File: src/rtl/qcd_pkg.sv
// Shared types, opcodes and the pixel hash of the QOI chunk decoder.
// No dependencies; the core, the pixel table and the op unit use it by scoped names.
package qcd_pkg;

  localparam int TableDepth = 64;
  localparam int TableAw    = $clog2(TableDepth);

  localparam logic [7:0] TAG_RGB  = 8'hFE;
  localparam logic [7:0] TAG_RGBA = 8'hFF;

  localparam logic [1:0] OPC_INDEX = 2'b00;
  localparam logic [1:0] OPC_DIFF  = 2'b01;
  localparam logic [1:0] OPC_LUMA  = 2'b10;
  localparam logic [1:0] OPC_RUN   = 2'b11;

  typedef enum logic [1:0] {
    OP_NONE = 2'd0,
    OP_RGB  = 2'd1,
    OP_RGBA = 2'd2,
    OP_LUMA = 2'd3
  } pending_op_t;

  typedef struct packed {
    logic [7:0] red;
    logic [7:0] green;
    logic [7:0] blue;
    logic [7:0] alpha;
  } pixel_t;

  typedef struct packed {
    logic               we;
    logic [TableAw-1:0] addr;
    pixel_t             pixel;
  } table_wr_t;

  typedef struct packed {
    logic   emit;
    logic   last;
    pixel_t pixel;
  } op_res_t;

  localparam pixel_t PREV_RESET = '{red: 8'd0, green: 8'd0, blue: 8'd0, alpha: 8'd255};

  function automatic logic [TableAw-1:0] pixel_hash(input pixel_t px);
    logic [TableAw-1:0] h;
    h = px.red[TableAw-1:0] * TableAw'(3) + px.green[TableAw-1:0] * TableAw'(5)
      + px.blue[TableAw-1:0] * TableAw'(7) + px.alpha[TableAw-1:0] * TableAw'(11);
    return h;
  endfunction

endpackage

File: src/rtl/qcd_chunk_if.sv
// Request channel carrying one chunk byte per transfer.
// Depends on nothing.
interface qcd_chunk_if;
  logic       valid;
  logic       ready;
  logic [7:0] chunk_byte;

  modport source (output valid, output chunk_byte, input ready);
  modport sink   (input valid, input chunk_byte, output ready);
endinterface

File: src/rtl/qcd_pixel_if.sv
// Request channel carrying one decoded RGBA pixel per transfer.
// Depends on nothing.
interface qcd_pixel_if;
  logic       valid;
  logic       ready;
  logic [7:0] red;
  logic [7:0] green;
  logic [7:0] blue;
  logic [7:0] alpha;
  logic       last_of_run;

  modport source (output valid, output red, output green, output blue, output alpha,
                  output last_of_run, input ready);
  modport sink   (input valid, input red, input green, input blue, input alpha,
                  input last_of_run, output ready);
endinterface

File: src/rtl/qoi_chunk_decoder_core.sv
// QOI chunk stream decoder: one chunk byte per input request, RGBA pixels out.
// Depends on qcd_pkg, qcd_chunk_if, qcd_pixel_if, qcd_color_table, qcd_op_unit.
//
// in_chunk carries chunk bytes only (no header, no end marker); out_pixel carries
// decoded pixels, last_of_run set on the final pixel a byte produces.
// A byte is taken into the decode stage register while the 64-entry pixel table
// is read at its low six bits; from there it is decoded, the table is updated and
// the output register is loaded, whose pixel drives out_pixel until it is taken.
// Bytes are taken one per cycle while out_pixel drains; tag bytes of RGB, RGBA
// and LUMA produce no pixel. A RUN byte holds the decode stage while it emits
// 1 to 62 copies, one per cycle while out_pixel drains; the input waits meanwhile.
// When out_pixel stalls, the output register holds its pixel, the decode stage
// holds a byte that makes a pixel and in_chunk.ready drops once both are full.
// Synchronous reset clears the table valid bits at once (every entry reads as
// zero), sets the previous pixel to opaque black and drops any open op; no
// clearing pass is needed and a byte may be sent in the first cycle after reset.
module qoi_chunk_decoder_core (
  input logic          clk,
  input logic          rst_n,
  qcd_chunk_if.sink    in_chunk,
  qcd_pixel_if.source  out_pixel
);

  logic                s1_valid_r, s1_valid_nxt;
  logic [7:0]          s1_byte_r;
  logic                out_valid_r, out_valid_nxt;
  qcd_pkg::pixel_t     out_pixel_r;
  logic                out_last_r;

  logic                out_free;
  logic                accept;
  logic                s1_done;
  qcd_pkg::pixel_t     tbl_pixel;
  qcd_pkg::op_res_t    res;
  qcd_pkg::table_wr_t  tbl_wr;

  assign out_free       = !out_valid_r || out_pixel.ready;
  assign in_chunk.ready = !s1_valid_r || s1_done;
  assign accept         = in_chunk.valid && in_chunk.ready;

  qcd_color_table u_table (
    .clk      (clk),
    .rst_n    (rst_n),
    .rd_en    (accept),
    .rd_addr  (in_chunk.chunk_byte[qcd_pkg::TableAw-1:0]),
    .wr       (tbl_wr),
    .rd_pixel (tbl_pixel)
  );

  qcd_op_unit u_op (
    .clk       (clk),
    .rst_n     (rst_n),
    .s1_valid  (s1_valid_r),
    .s1_byte   (s1_byte_r),
    .out_free  (out_free),
    .tbl_pixel (tbl_pixel),
    .res       (res),
    .done      (s1_done),
    .tbl_wr    (tbl_wr)
  );

  always_comb begin
    if (accept) begin
      s1_valid_nxt = 1'b1;
    end else if (s1_done) begin
      s1_valid_nxt = 1'b0;
    end else begin
      s1_valid_nxt = s1_valid_r;
    end
    if (res.emit) begin
      out_valid_nxt = 1'b1;
    end else if (out_pixel.ready) begin
      out_valid_nxt = 1'b0;
    end else begin
      out_valid_nxt = out_valid_r;
    end
  end

  always_ff @(posedge clk) begin
    if (!rst_n) begin
      s1_valid_r  <= 1'b0;
      out_valid_r <= 1'b0;
    end else begin
      s1_valid_r  <= s1_valid_nxt;
      out_valid_r <= out_valid_nxt;
    end
  end

  always_ff @(posedge clk) begin
    if (accept) begin
      s1_byte_r <= in_chunk.chunk_byte;
    end
    if (res.emit) begin
      out_pixel_r <= res.pixel;
      out_last_r  <= res.last;
    end
  end

  assign out_pixel.valid       = out_valid_r;
  assign out_pixel.red         = out_pixel_r.red;
  assign out_pixel.green       = out_pixel_r.green;
  assign out_pixel.blue        = out_pixel_r.blue;
  assign out_pixel.alpha       = out_pixel_r.alpha;
  assign out_pixel.last_of_run = out_last_r;

endmodule

File: src/rtl/qcd_color_table.sv
// 64-entry pixel table: synchronous memory, per-entry valid bits, write forwarding.
// Depends on qcd_pkg.
module qcd_color_table (
  input  logic                         clk,
  input  logic                         rst_n,
  input  logic                         rd_en,
  input  logic [qcd_pkg::TableAw-1:0]  rd_addr,
  input  qcd_pkg::table_wr_t           wr,
  output qcd_pkg::pixel_t              rd_pixel
);

  qcd_pkg::pixel_t                    mem [qcd_pkg::TableDepth];
  qcd_pkg::pixel_t                    rd_data_r;
  logic [qcd_pkg::TableAw-1:0]        rd_addr_r;
  logic                               fwd_hit_r;
  qcd_pkg::pixel_t                    fwd_pixel_r;
  logic [qcd_pkg::TableDepth-1:0]     valid_r;

  always_ff @(posedge clk) begin
    if (wr.we) begin
      mem[wr.addr] <= wr.pixel;
    end
    if (rd_en) begin
      rd_data_r   <= mem[rd_addr];
      rd_addr_r   <= rd_addr;
      fwd_pixel_r <= wr.pixel;
    end
  end

  always_ff @(posedge clk) begin
    if (!rst_n) begin
      valid_r   <= '0;
      fwd_hit_r <= 1'b0;
    end else begin
      if (wr.we) begin
        valid_r[wr.addr] <= 1'b1;
      end
      if (rd_en) begin
        fwd_hit_r <= wr.we && (wr.addr == rd_addr);
      end
    end
  end

  always_comb begin
    if (fwd_hit_r) begin
      rd_pixel = fwd_pixel_r;
    end else if (valid_r[rd_addr_r]) begin
      rd_pixel = rd_data_r;
    end else begin
      rd_pixel = '0;
    end
  end

endmodule

File: src/rtl/qcd_op_unit.sv
// Op decoder: multi-byte op state, previous pixel, run counter and table update.
// Depends on qcd_pkg.
module qcd_op_unit (
  input  logic                clk,
  input  logic                rst_n,
  input  logic                s1_valid,
  input  logic [7:0]          s1_byte,
  input  logic                out_free,
  input  qcd_pkg::pixel_t     tbl_pixel,
  output qcd_pkg::op_res_t    res,
  output logic                done,
  output qcd_pkg::table_wr_t  tbl_wr
);

  qcd_pkg::pending_op_t pending_r, pending_nxt;
  logic [2:0]           bytes_left_r, bytes_left_nxt;
  qcd_pkg::pixel_t      prev_r, prev_nxt;
  qcd_pkg::pixel_t      asm_r, asm_nxt;
  logic [5:0]           luma_gd_r, luma_gd_nxt;
  logic [5:0]           run_cnt_r, run_cnt_nxt;

  qcd_pkg::pixel_t      asm_upd;
  qcd_pkg::pixel_t      px;
  logic [1:0]           pos;
  logic [2:0]           total;
  logic                 is_tag;
  logic                 is_run;
  logic                 no_result;
  logic                 run_last;

  assign is_tag = (s1_byte == qcd_pkg::TAG_RGB) || (s1_byte == qcd_pkg::TAG_RGBA);
  assign is_run = (pending_r == qcd_pkg::OP_NONE) && !is_tag
                  && (s1_byte[7:6] == qcd_pkg::OPC_RUN);
  assign run_last = (run_cnt_r == s1_byte[5:0]);
  assign total = (pending_r == qcd_pkg::OP_RGB) ? 3'd3 : 3'd4;
  assign pos = 2'(total - bytes_left_r);

  always_comb begin
    asm_upd = asm_r;
    case (pos)
      2'd0:    asm_upd.red   = s1_byte;
      2'd1:    asm_upd.green = s1_byte;
      2'd2:    asm_upd.blue  = s1_byte;
      default: asm_upd.alpha = s1_byte;
    endcase
  end

  always_comb begin
    px = prev_r;
    unique case (pending_r)
      qcd_pkg::OP_RGB, qcd_pkg::OP_RGBA: px = asm_upd;
      qcd_pkg::OP_LUMA: begin
        px.red   = prev_r.red + {2'b00, luma_gd_r} + {4'b0000, s1_byte[7:4]} - 8'd40;
        px.green = prev_r.green + {2'b00, luma_gd_r} - 8'd32;
        px.blue  = prev_r.blue + {2'b00, luma_gd_r} + {4'b0000, s1_byte[3:0]} - 8'd40;
        px.alpha = prev_r.alpha;
      end
      qcd_pkg::OP_NONE: begin
        case (s1_byte[7:6])
          qcd_pkg::OPC_INDEX: px = tbl_pixel;
          qcd_pkg::OPC_DIFF: begin
            px.red   = prev_r.red + {6'd0, s1_byte[5:4]} + 8'd254;
            px.green = prev_r.green + {6'd0, s1_byte[3:2]} + 8'd254;
            px.blue  = prev_r.blue + {6'd0, s1_byte[1:0]} + 8'd254;
            px.alpha = prev_r.alpha;
          end
          default: px = prev_r;
        endcase
      end
      default: px = prev_r;
    endcase
  end

  always_comb begin
    unique case (pending_r)
      qcd_pkg::OP_RGB, qcd_pkg::OP_RGBA: no_result = (bytes_left_r != 3'd1);
      qcd_pkg::OP_LUMA:                  no_result = 1'b0;
      default: no_result = is_tag || (s1_byte[7:6] == qcd_pkg::OPC_LUMA);
    endcase
  end

  // Outputs
  always_comb begin
    res.emit   = s1_valid && !no_result && out_free;
    res.last   = !is_run || run_last;
    res.pixel  = px;
    done       = s1_valid && (no_result || (out_free && (!is_run || run_last)));
    tbl_wr.we    = done && !no_result;
    tbl_wr.addr  = qcd_pkg::pixel_hash(px);
    tbl_wr.pixel = px;
  end

  // Next state
  always_comb begin
    pending_nxt    = pending_r;
    bytes_left_nxt = bytes_left_r;
    prev_nxt       = prev_r;
    asm_nxt        = asm_r;
    luma_gd_nxt    = luma_gd_r;
    run_cnt_nxt    = run_cnt_r;
    if (done) begin
      run_cnt_nxt = '0;
      if (!no_result) begin
        prev_nxt = px;
      end
      unique case (pending_r)
        qcd_pkg::OP_RGB, qcd_pkg::OP_RGBA: begin
          asm_nxt        = asm_upd;
          bytes_left_nxt = bytes_left_r - 3'd1;
          if (bytes_left_r == 3'd1) begin
            pending_nxt = qcd_pkg::OP_NONE;
          end
        end
        qcd_pkg::OP_LUMA: begin
          pending_nxt    = qcd_pkg::OP_NONE;
          bytes_left_nxt = '0;
        end
        default: begin
          if (s1_byte == qcd_pkg::TAG_RGB) begin
            pending_nxt    = qcd_pkg::OP_RGB;
            bytes_left_nxt = 3'd3;
            asm_nxt        = prev_r;
          end else if (s1_byte == qcd_pkg::TAG_RGBA) begin
            pending_nxt    = qcd_pkg::OP_RGBA;
            bytes_left_nxt = 3'd4;
            asm_nxt        = prev_r;
          end else if (s1_byte[7:6] == qcd_pkg::OPC_LUMA) begin
            pending_nxt    = qcd_pkg::OP_LUMA;
            bytes_left_nxt = 3'd1;
            luma_gd_nxt    = s1_byte[5:0];
          end
        end
      endcase
    end else if (res.emit) begin
      run_cnt_nxt = run_cnt_r + 6'd1;
    end
  end

  always_ff @(posedge clk) begin
    if (!rst_n) begin
      pending_r    <= qcd_pkg::OP_NONE;
      bytes_left_r <= '0;
      prev_r       <= qcd_pkg::PREV_RESET;
      asm_r        <= '0;
      luma_gd_r    <= '0;
      run_cnt_r    <= '0;
    end else begin
      pending_r    <= pending_nxt;
      bytes_left_r <= bytes_left_nxt;
      prev_r       <= prev_nxt;
      asm_r        <= asm_nxt;
      luma_gd_r    <= luma_gd_nxt;
      run_cnt_r    <= run_cnt_nxt;
    end
  end

  a_idle_no_bytes: assert property (@(posedge clk) disable iff (!rst_n)
    pending_r == qcd_pkg::OP_NONE |-> bytes_left_r == 3'd0)
    else $error("bytes pending with no op open");

  a_rgb_count: assert property (@(posedge clk) disable iff (!rst_n)
    pending_r == qcd_pkg::OP_RGB |-> bytes_left_r >= 3'd1 && bytes_left_r <= 3'd3)
    else $error("RGB byte count out of range");

  a_run_bound: assert property (@(posedge clk) disable iff (!rst_n)
    s1_valid && is_run |-> run_cnt_r <= s1_byte[5:0])
    else $error("run copied past its length");

  a_run_restart: assert property (@(posedge clk) disable iff (!rst_n)
    done |=> run_cnt_r == 6'd0)
    else $error("run counter not cleared after a request");

endmodule
File: src/flat_wrapper.sv
// flat-port wrapper written by rule: the top's interface ports become plain ports
module qoi_chunk_decoder_core_flat 
  (clk, rst_n, in_chunk_valid, in_chunk_chunk_byte, in_chunk_ready, out_pixel_valid, out_pixel_red, out_pixel_green, out_pixel_blue, out_pixel_alpha, out_pixel_last_of_run, out_pixel_ready);
  qcd_chunk_if in_chunk_i ();
  qcd_pixel_if out_pixel_i ();
  input logic clk;
  input logic rst_n;
  input wire logic [$bits(in_chunk_i.valid)-1:0] in_chunk_valid;
  input wire logic [$bits(in_chunk_i.chunk_byte)-1:0] in_chunk_chunk_byte;
  output wire logic [$bits(in_chunk_i.ready)-1:0] in_chunk_ready;
  output wire logic [$bits(out_pixel_i.valid)-1:0] out_pixel_valid;
  output wire logic [$bits(out_pixel_i.red)-1:0] out_pixel_red;
  output wire logic [$bits(out_pixel_i.green)-1:0] out_pixel_green;
  output wire logic [$bits(out_pixel_i.blue)-1:0] out_pixel_blue;
  output wire logic [$bits(out_pixel_i.alpha)-1:0] out_pixel_alpha;
  output wire logic [$bits(out_pixel_i.last_of_run)-1:0] out_pixel_last_of_run;
  input wire logic [$bits(out_pixel_i.ready)-1:0] out_pixel_ready;
  assign in_chunk_i.valid = in_chunk_valid;
  assign in_chunk_i.chunk_byte = in_chunk_chunk_byte;
  assign in_chunk_ready = in_chunk_i.ready;
  assign out_pixel_valid = out_pixel_i.valid;
  assign out_pixel_red = out_pixel_i.red;
  assign out_pixel_green = out_pixel_i.green;
  assign out_pixel_blue = out_pixel_i.blue;
  assign out_pixel_alpha = out_pixel_i.alpha;
  assign out_pixel_last_of_run = out_pixel_i.last_of_run;
  assign out_pixel_i.ready = out_pixel_ready;
  qoi_chunk_decoder_core u_core (.clk(clk), .rst_n(rst_n), .in_chunk(in_chunk_i), .out_pixel(out_pixel_i));
endmodule
File: config.mk
export PLATFORM = sky130hd
export DESIGN_NAME = qoi_chunk_decoder_core_flat
export DESIGN_NICKNAME = d
export VERILOG_FILES = /design/src/rtl/qcd_pkg.sv /design/src/rtl/qcd_chunk_if.sv /design/src/rtl/qcd_pixel_if.sv /design/src/rtl/qoi_chunk_decoder_core.sv /design/src/rtl/qcd_color_table.sv /design/src/rtl/qcd_op_unit.sv /design/src/flat_wrapper.sv
export SDC_FILE = /design/constraint.sdc
export NUM_CORES = 2
export LEC_CHECK = 0
export BUFFER_PORTS_ARGS = -buffer_cell sky130_fd_sc_hd__buf_2
export CAP_MARGIN = 25
export CORE_MARGIN = 2
export CORE_UTILIZATION = 50
export DETAILED_ROUTE_END_ITERATION = 10
export PLACE_DENSITY = 0.78
export SYNTH_ARGS = -nofsm -noshare
export SYNTH_HDL_FRONTEND = slang
export SYNTH_SLANG_ARGS = --single-unit
export TNS_END_PERCENT = 30
File: constraint.sdc
create_clock -name clk -period 10.6 [get_ports clk]
set_input_delay 1.06 -clock clk [delete_from_list [all_inputs] [get_ports clk]]
set_output_delay 1.06 -clock clk [all_outputs]
set_load 0.005 [all_outputs]
Word level (Yosys, flattened, before mapping)
Memory sizes are Yosys's and may differ from the RTL's. A register that Yosys moved wholly into a read port is not among the register bits.
Cells that the tools add are included.

word-level totals
  flip-flop bits (word level) = 227
  memory bits (writable) = 2048
  bits of input ports = 12
  output and inout port bits = 35
  logic and storage cells = 146
  memories = 1

cells by class
  add/sub/neg operators = 20
  $mul = 4
  order comparisons = 3
  eq/ne operators = 15
  mux-type cells = 32
  bitwise operators = 7
  reduce and logical (&&, ||, !) cells = 37

memory list
  memory              words  bits a word  read ports  clocked after Yosys merged registers in  wr ports  RTL line               source
  u_core.u_table.mem  64     32           1           1                                        1         qcd_color_table.sv:12  qcd_pkg::pixel_t mem [qcd_pkg::TableDepth];

operator list
  operator                                                                number
  32-bit two-way mux                                                      4
  32-bit case mux with 2 select lines                                     2
  32-bit case mux with 3 select lines                                     1
  64-bit bitwise OR                                                       1
  8-bit two-way mux                                                       4
  8-bit by 2-bit adder with 8-bit output                                  3
  8-bit by 6-bit adder with 8-bit output                                  3
  8-bit adder (second input constant)                                     3
  8-bit by 6-bit subtractor with 8-bit output (second input constant)     3
  6-bit adder                                                             3
  8-bit by 4-bit adder with 8-bit output                                  2
  8-bit equality test (second input constant)                             2
  6-bit by 7-bit < comparator with 1-bit output (second input constant)   2
  6-bit equality test                                                     2
  6-bit by 3-bit multiplier with 6-bit output (second input constant)     2
  2-bit equality test (second input constant)                             5
  1-bit logical AND                                                       10
  2-bit two-way mux                                                       5
  3-bit two-way mux                                                       3
  1-bit two-way mux                                                       8
  6-bit by 1-bit adder with 6-bit output (second input constant)          1
  1-bit binary-select mux with 6-bit select                               1
  1-bit demux with 6-bit select                                           1
  2-bit by 1-bit equality test with 1-bit output (second input constant)  3
  23 further kinds                                                        44

Depth between registers and ports, before layout
  depth after elaboration = 16
  gate-level depth with buffers = 34
  mapped depth without buffers = 30

Modules after synthesis
From an unflattened synthesis, not the netlist that was laid out.

unflattened totals
  cell total of the unflattened synthesis = 4604
  area total of the unflattened synthesis = 93169.4 sq um

modules (own cells, without submodules)
  module                  instances  cells an instance  area each (sq um)  seq. area each (sq um)
  qcd_color_table         1          3563               83664.0            64902.2
  qcd_op_unit             1          991                8167.8             1621.6
  qoi_chunk_decoder_core  1          50                 1337.5             1271.2

Least setup slack after synthesis
Ideal clock, no wire load.

  kind = register to register
  start = register u_core.u_table.rd_addr_r[1] (netlist bit)
  end = memory u_core.u_table.mem[58][0] (netlist bit), enable pin
  setup time = 0.423 ns
  arrival time = 10.502 ns
  required time = 10.177 ns
  slack = -0.324 ns
  cell stages (with the launch flop) = 29
  path buffers = 5
  clock period less this slack = 10.924 ns
  path through = edfxtp_1 -> buf_4 -> buf_4 -> mux2i_1 -> a22oi_1 -> a21oi_1 -> or4_1 -> o22ai_1 -> buf_2 -> buf_1 -> a221oi_1 -> o221ai_1 -> fa_1 -> fa_1 -> inv_1 -> fa_1 -> fa_1 -> fa_1 -> inv_1 -> ha_1 -> a21o_1 -> a21oi_1 -> xnor2_1 -> xnor2_1 -> xnor2_1 -> xnor3_1 -> xor3_2 -> buf_2 -> nor2_1

RTL lines
  element                 RTL line               source
  start, declared         qcd_color_table.sv:14  logic [qcd_pkg::TableAw-1:0] rd_addr_r;
  start signal, assigned  qcd_color_table.sv:25  rd_addr_r <= rd_addr;
  end, declared           qcd_color_table.sv:12

==> results.sh <==
export IMPL_fmax_mhz=97.0
export IMPL_slowest_stage="nor2b_1"
export IMPL_syn2layout_area_growth_pct=12.3
export IMPL_initial_core_util_pct=50.2
export IMPL_die_w_um=432
export IMPL_grt_pass1_vias=46000
export IMPL_crit_chain="nor2b_1 -> a222oi_1 -> and2_0 -> or4_1 -> o22ai_2 -> buf_4 -> a221o_1 -> o21ai_0 -> o21ai_0 -> nand2_1 -> nand2_2 -> buf_4 -> ha_1 -> inv_1 -> fa_1 -> fa_1 -> fa_1 -> inv_1 -> ha_1 -> fa_1 -> nor2b_1 -> nand2_1 -> nor2_4 -> buf_4"
export IMPL_status="finished, final reports clean"
export IMPL_hp_class="in -> reg"
export IMPL_grt_usage_pct=25.6
export IMPL_placed_cell_area_um2=96000
export IMPL_yosys_mux_area_fraction_pct=17.1
export IMPL_clkLatencyLatePin_ns=0.87
export IMPL_wl_per_cell_um=33.9
export IMPL_fill_cells=12800
export IMPL_slew_headroom_pct=13.2
export IMPL_dp_cells=6686
export IMPL_drt_initial_drc_count=7722
export IMPL_ys_seq_area_share_pct=73.7
export IMPL_synth_cell_types=72
export IMPL_p_leak_nw=33.0
export IMPL_yosysTopAreaCell="edfxtp_1"
export IMPL_synth_warnings=0
export IMPL_coreArea_um2=183000
export IMPL_wl_um=241000
export IMPL_syn_inst=4349
export IMPL_fin_ws_ns=0.286
export IMPL_synth_area_leaders="edfxtp_1 (70%), mux4_2 (16%), dfxtp_1 (3.2%)"
export IMPL_die_y_um=432
export IMPL_finalSetupTns_ns=0
export IMPL_io_pins=47
export IMPL_hold_buffers=0
export IMPL_crit_fanout=67
export IMPL_synth_xor_area_share_pct=0.720
export IMPL_cp_num_buf_inv=5
export IMPL_portBuffers=46
export IMPL_cts_sinks=2301
export IMPL_cts_tree="yes"
export IMPL_synthFlopType="edfxtp_1"
export IMPL_final_core_util_pct=56.4
export IMPL_drive_gt1_share_pct=28.2
export IMPL_tritoncts_num_buffers=207
export IMPL_num_vias=47100
export IMPL_place_ws_ns=0.799
export IMPL_cts_setup_buffers=0
export IMPL_synth_nets=4488
export IMPL_finalHoldViolCount=0
export IMPL_fin_cells=7095
export IMPL_crit_required_ns=11.11
export IMPL_post_cts_resized=0
export IMPL_drv_cap=0
export IMPL_end_kind="flop"
export IMPL_rsz0062_at_grt="no"
export IMPL_irDropWorstVdd_mv=1.62
export IMPL_grt_pass1_wl_um=343000
export IMPL_synth_simple_gate_area_share_pct=1.91
export IMPL_clk_path_buf_depth=3
export IMPL_die_area_um2=187000
export IMPL_synth_edf_count=2153
export IMPL_startpoint_type="flop"
export IMPL_power_density_nw_per_um2=261
export IMPL_worst_slew_pin_slew_ns=1.30
export IMPL_crit_path_max_incr_delay_ns=1.04
export IMPL_hpwl_um=139000
export IMPL_synth_compound_area_share_pct=3.03
export IMPL_ant_nets=0
export IMPL_hold_ws_ns=0.429
export IMPL_synth_area_um2=91700
export IMPL_drc=0
export IMPL_synth_async_reset_ratio_pct=0
export IMPL_p_total_mw=26.8
export IMPL_holdPathStages=1
export IMPL_path_common_cell="fa_1"
export IMPL_fin_skew_ns=0.0574
export IMPL_yosysTopAreaCellShare_pct=70.5
export IMPL_htree_levels=4
export IMPL_via_per_inst=6.65
export IMPL_finalCritPeriodShare_pct=97.3
export IMPL_drv_slew=0
export IMPL_crit_cells=24
export IMPL_drtPass1Iterations=9
export IMPL_criticalPathCategory="reg -> reg"
export IMPL_setup_violations=0
export IMPL_final_min_clock_period_ns=10.31
export IMPL_synth_fa_ha_area_share_pct=2.04
export IMPL_path_clk_slew_ns=0.06
export IMPL_grt_overflow_total=0
export IMPL_rows=157
export IMPL_syn_area_per_cell_um2=21.1
export IMPL_ys_seq_elements=2301
export IMPL_cp_arrival_ns=10.82
export IMPL_worst_r2r_path_depth=24
export IMPL_synth_top_family_by_area="multiplexers"
export IMPL_critical_path_top_delay_family="simple AND/OR/NAND/NOR gates"
export IMPL_gp_congestion=0.979
export IMPL_antenna_found_initial=17
export IMPL_grt_max_degree=140
export IMPL_finalNetCount=4665
export IMPL_design_area_um2=103000
export IMPL_root_buffer="clkbuf_16"
[sequential cells by signal (all words and copies together) (netlist names), 32 cells and up]
name	flops
u_core.u_op.asm_r	32
u_core.u_op.prev_r	32
u_core.u_table.fwd_pixel_r	32
u_core.u_table.mem	2048
u_core.u_table.rd_data_r	32
u_core.u_table.valid_r	64
[path summary, 6_finish.rpt]
kind / startpoint / endpoint / slack, ns
worst min register to register: u_core.u_table.valid_r[33] / u_core.u_table.valid_r[33] / 0.47
worst min-delay path: in_chunk_chunk_byte[6] / u_core.s1_byte_r[6] / 0.43
worst max register to register: u_core.u_table.rd_addr_r[0] / u_core.u_table.mem[31][22] / 0.29
worst max-delay path: u_core.u_table.rd_addr_r[0] / u_core.u_table.mem[31][22] / 0.29
[Yosys cell counts, drive strengths merged (4+ instances only)]
library cell / count
a211oi: 18
a21boi: 5
a21o: 16
a21oi: 74
a221o: 13
a221oi: 10
a222oi: 8
a22o: 4
a22oi: 35
a311oi: 12
and2: 10
buf: 80
clkbuf: 160
dfxtp: 148
edfxtp: 2153
fa: 37
ha: 90
inv: 108
mux2: 11
mux2i: 44
mux4: 672
nand2: 127
nand2b: 13
nand3: 11
nor2: 176
nor2b: 17
nor3: 7
nor3b: 8
o211ai: 5
o21a: 67
o21ai: 60
o21bai: 5
o221a: 16
o221ai: 10
o22ai: 15
xnor2: 49
xor2: 15
[layout by cell type (no fill, tap or decap), types with 74 or more instances in the layout]
cell,n
clkbuf_16,208
a21oi_1,74
nor2_1,112
edfxtp_1,2153
buf_4,132
inv_1,98
nand2_1,118
mux4_2,672
ha_1,89
dfxtp_1,148
[where the power goes]
group	internal [mW]	switching [mW]
clock network	4.10	3.41
logic	1.92	5.61
registers	11.5	0.315
[layer usage]
| metal | GRT usage (%) | vias to the layer above | routed length (µm) |
|---|---|---|---|
| li1 | - | 18400 | - |
| met1 | 36.6 | 24700 | 88500 |
| met2 | 40.7 | 3552 | 116000 |
| met3 | 5.30 | 476 | 28400 |
| met4 | 6.90 | 20 | 7470 |
| met5 | 0 | - | 145 |
[cell families (layout without fill, tap and decap cells)]
group | Yosys count | after routing
compound gates | 391 | 391
xor+xnor | 68 | 68
fa+ha+maj | 127 | 127
buf+inv | 349 | 707
flops | 2301 | 2301
mux | 727 | 727
other cells | 0 | 3
simple gates | 386 | 386
[cell type report]
cell class	count	area [µm²]	share of cell area, %
Tap cell	2385	2980	2.90
Antenna cell	3	7.51	0.00729
Multi-Input combinational cell	1699	23400	22.7
Clock inverter	140	1340	1.30
Timing Repair Buffer	208	1890	1.84
Inverter	109	409	0.397
Sequential cell	2301	67600	65.6
Clock buffer	250	5400	5.24
Note: power is estimated with default switching activity, not from simulation.
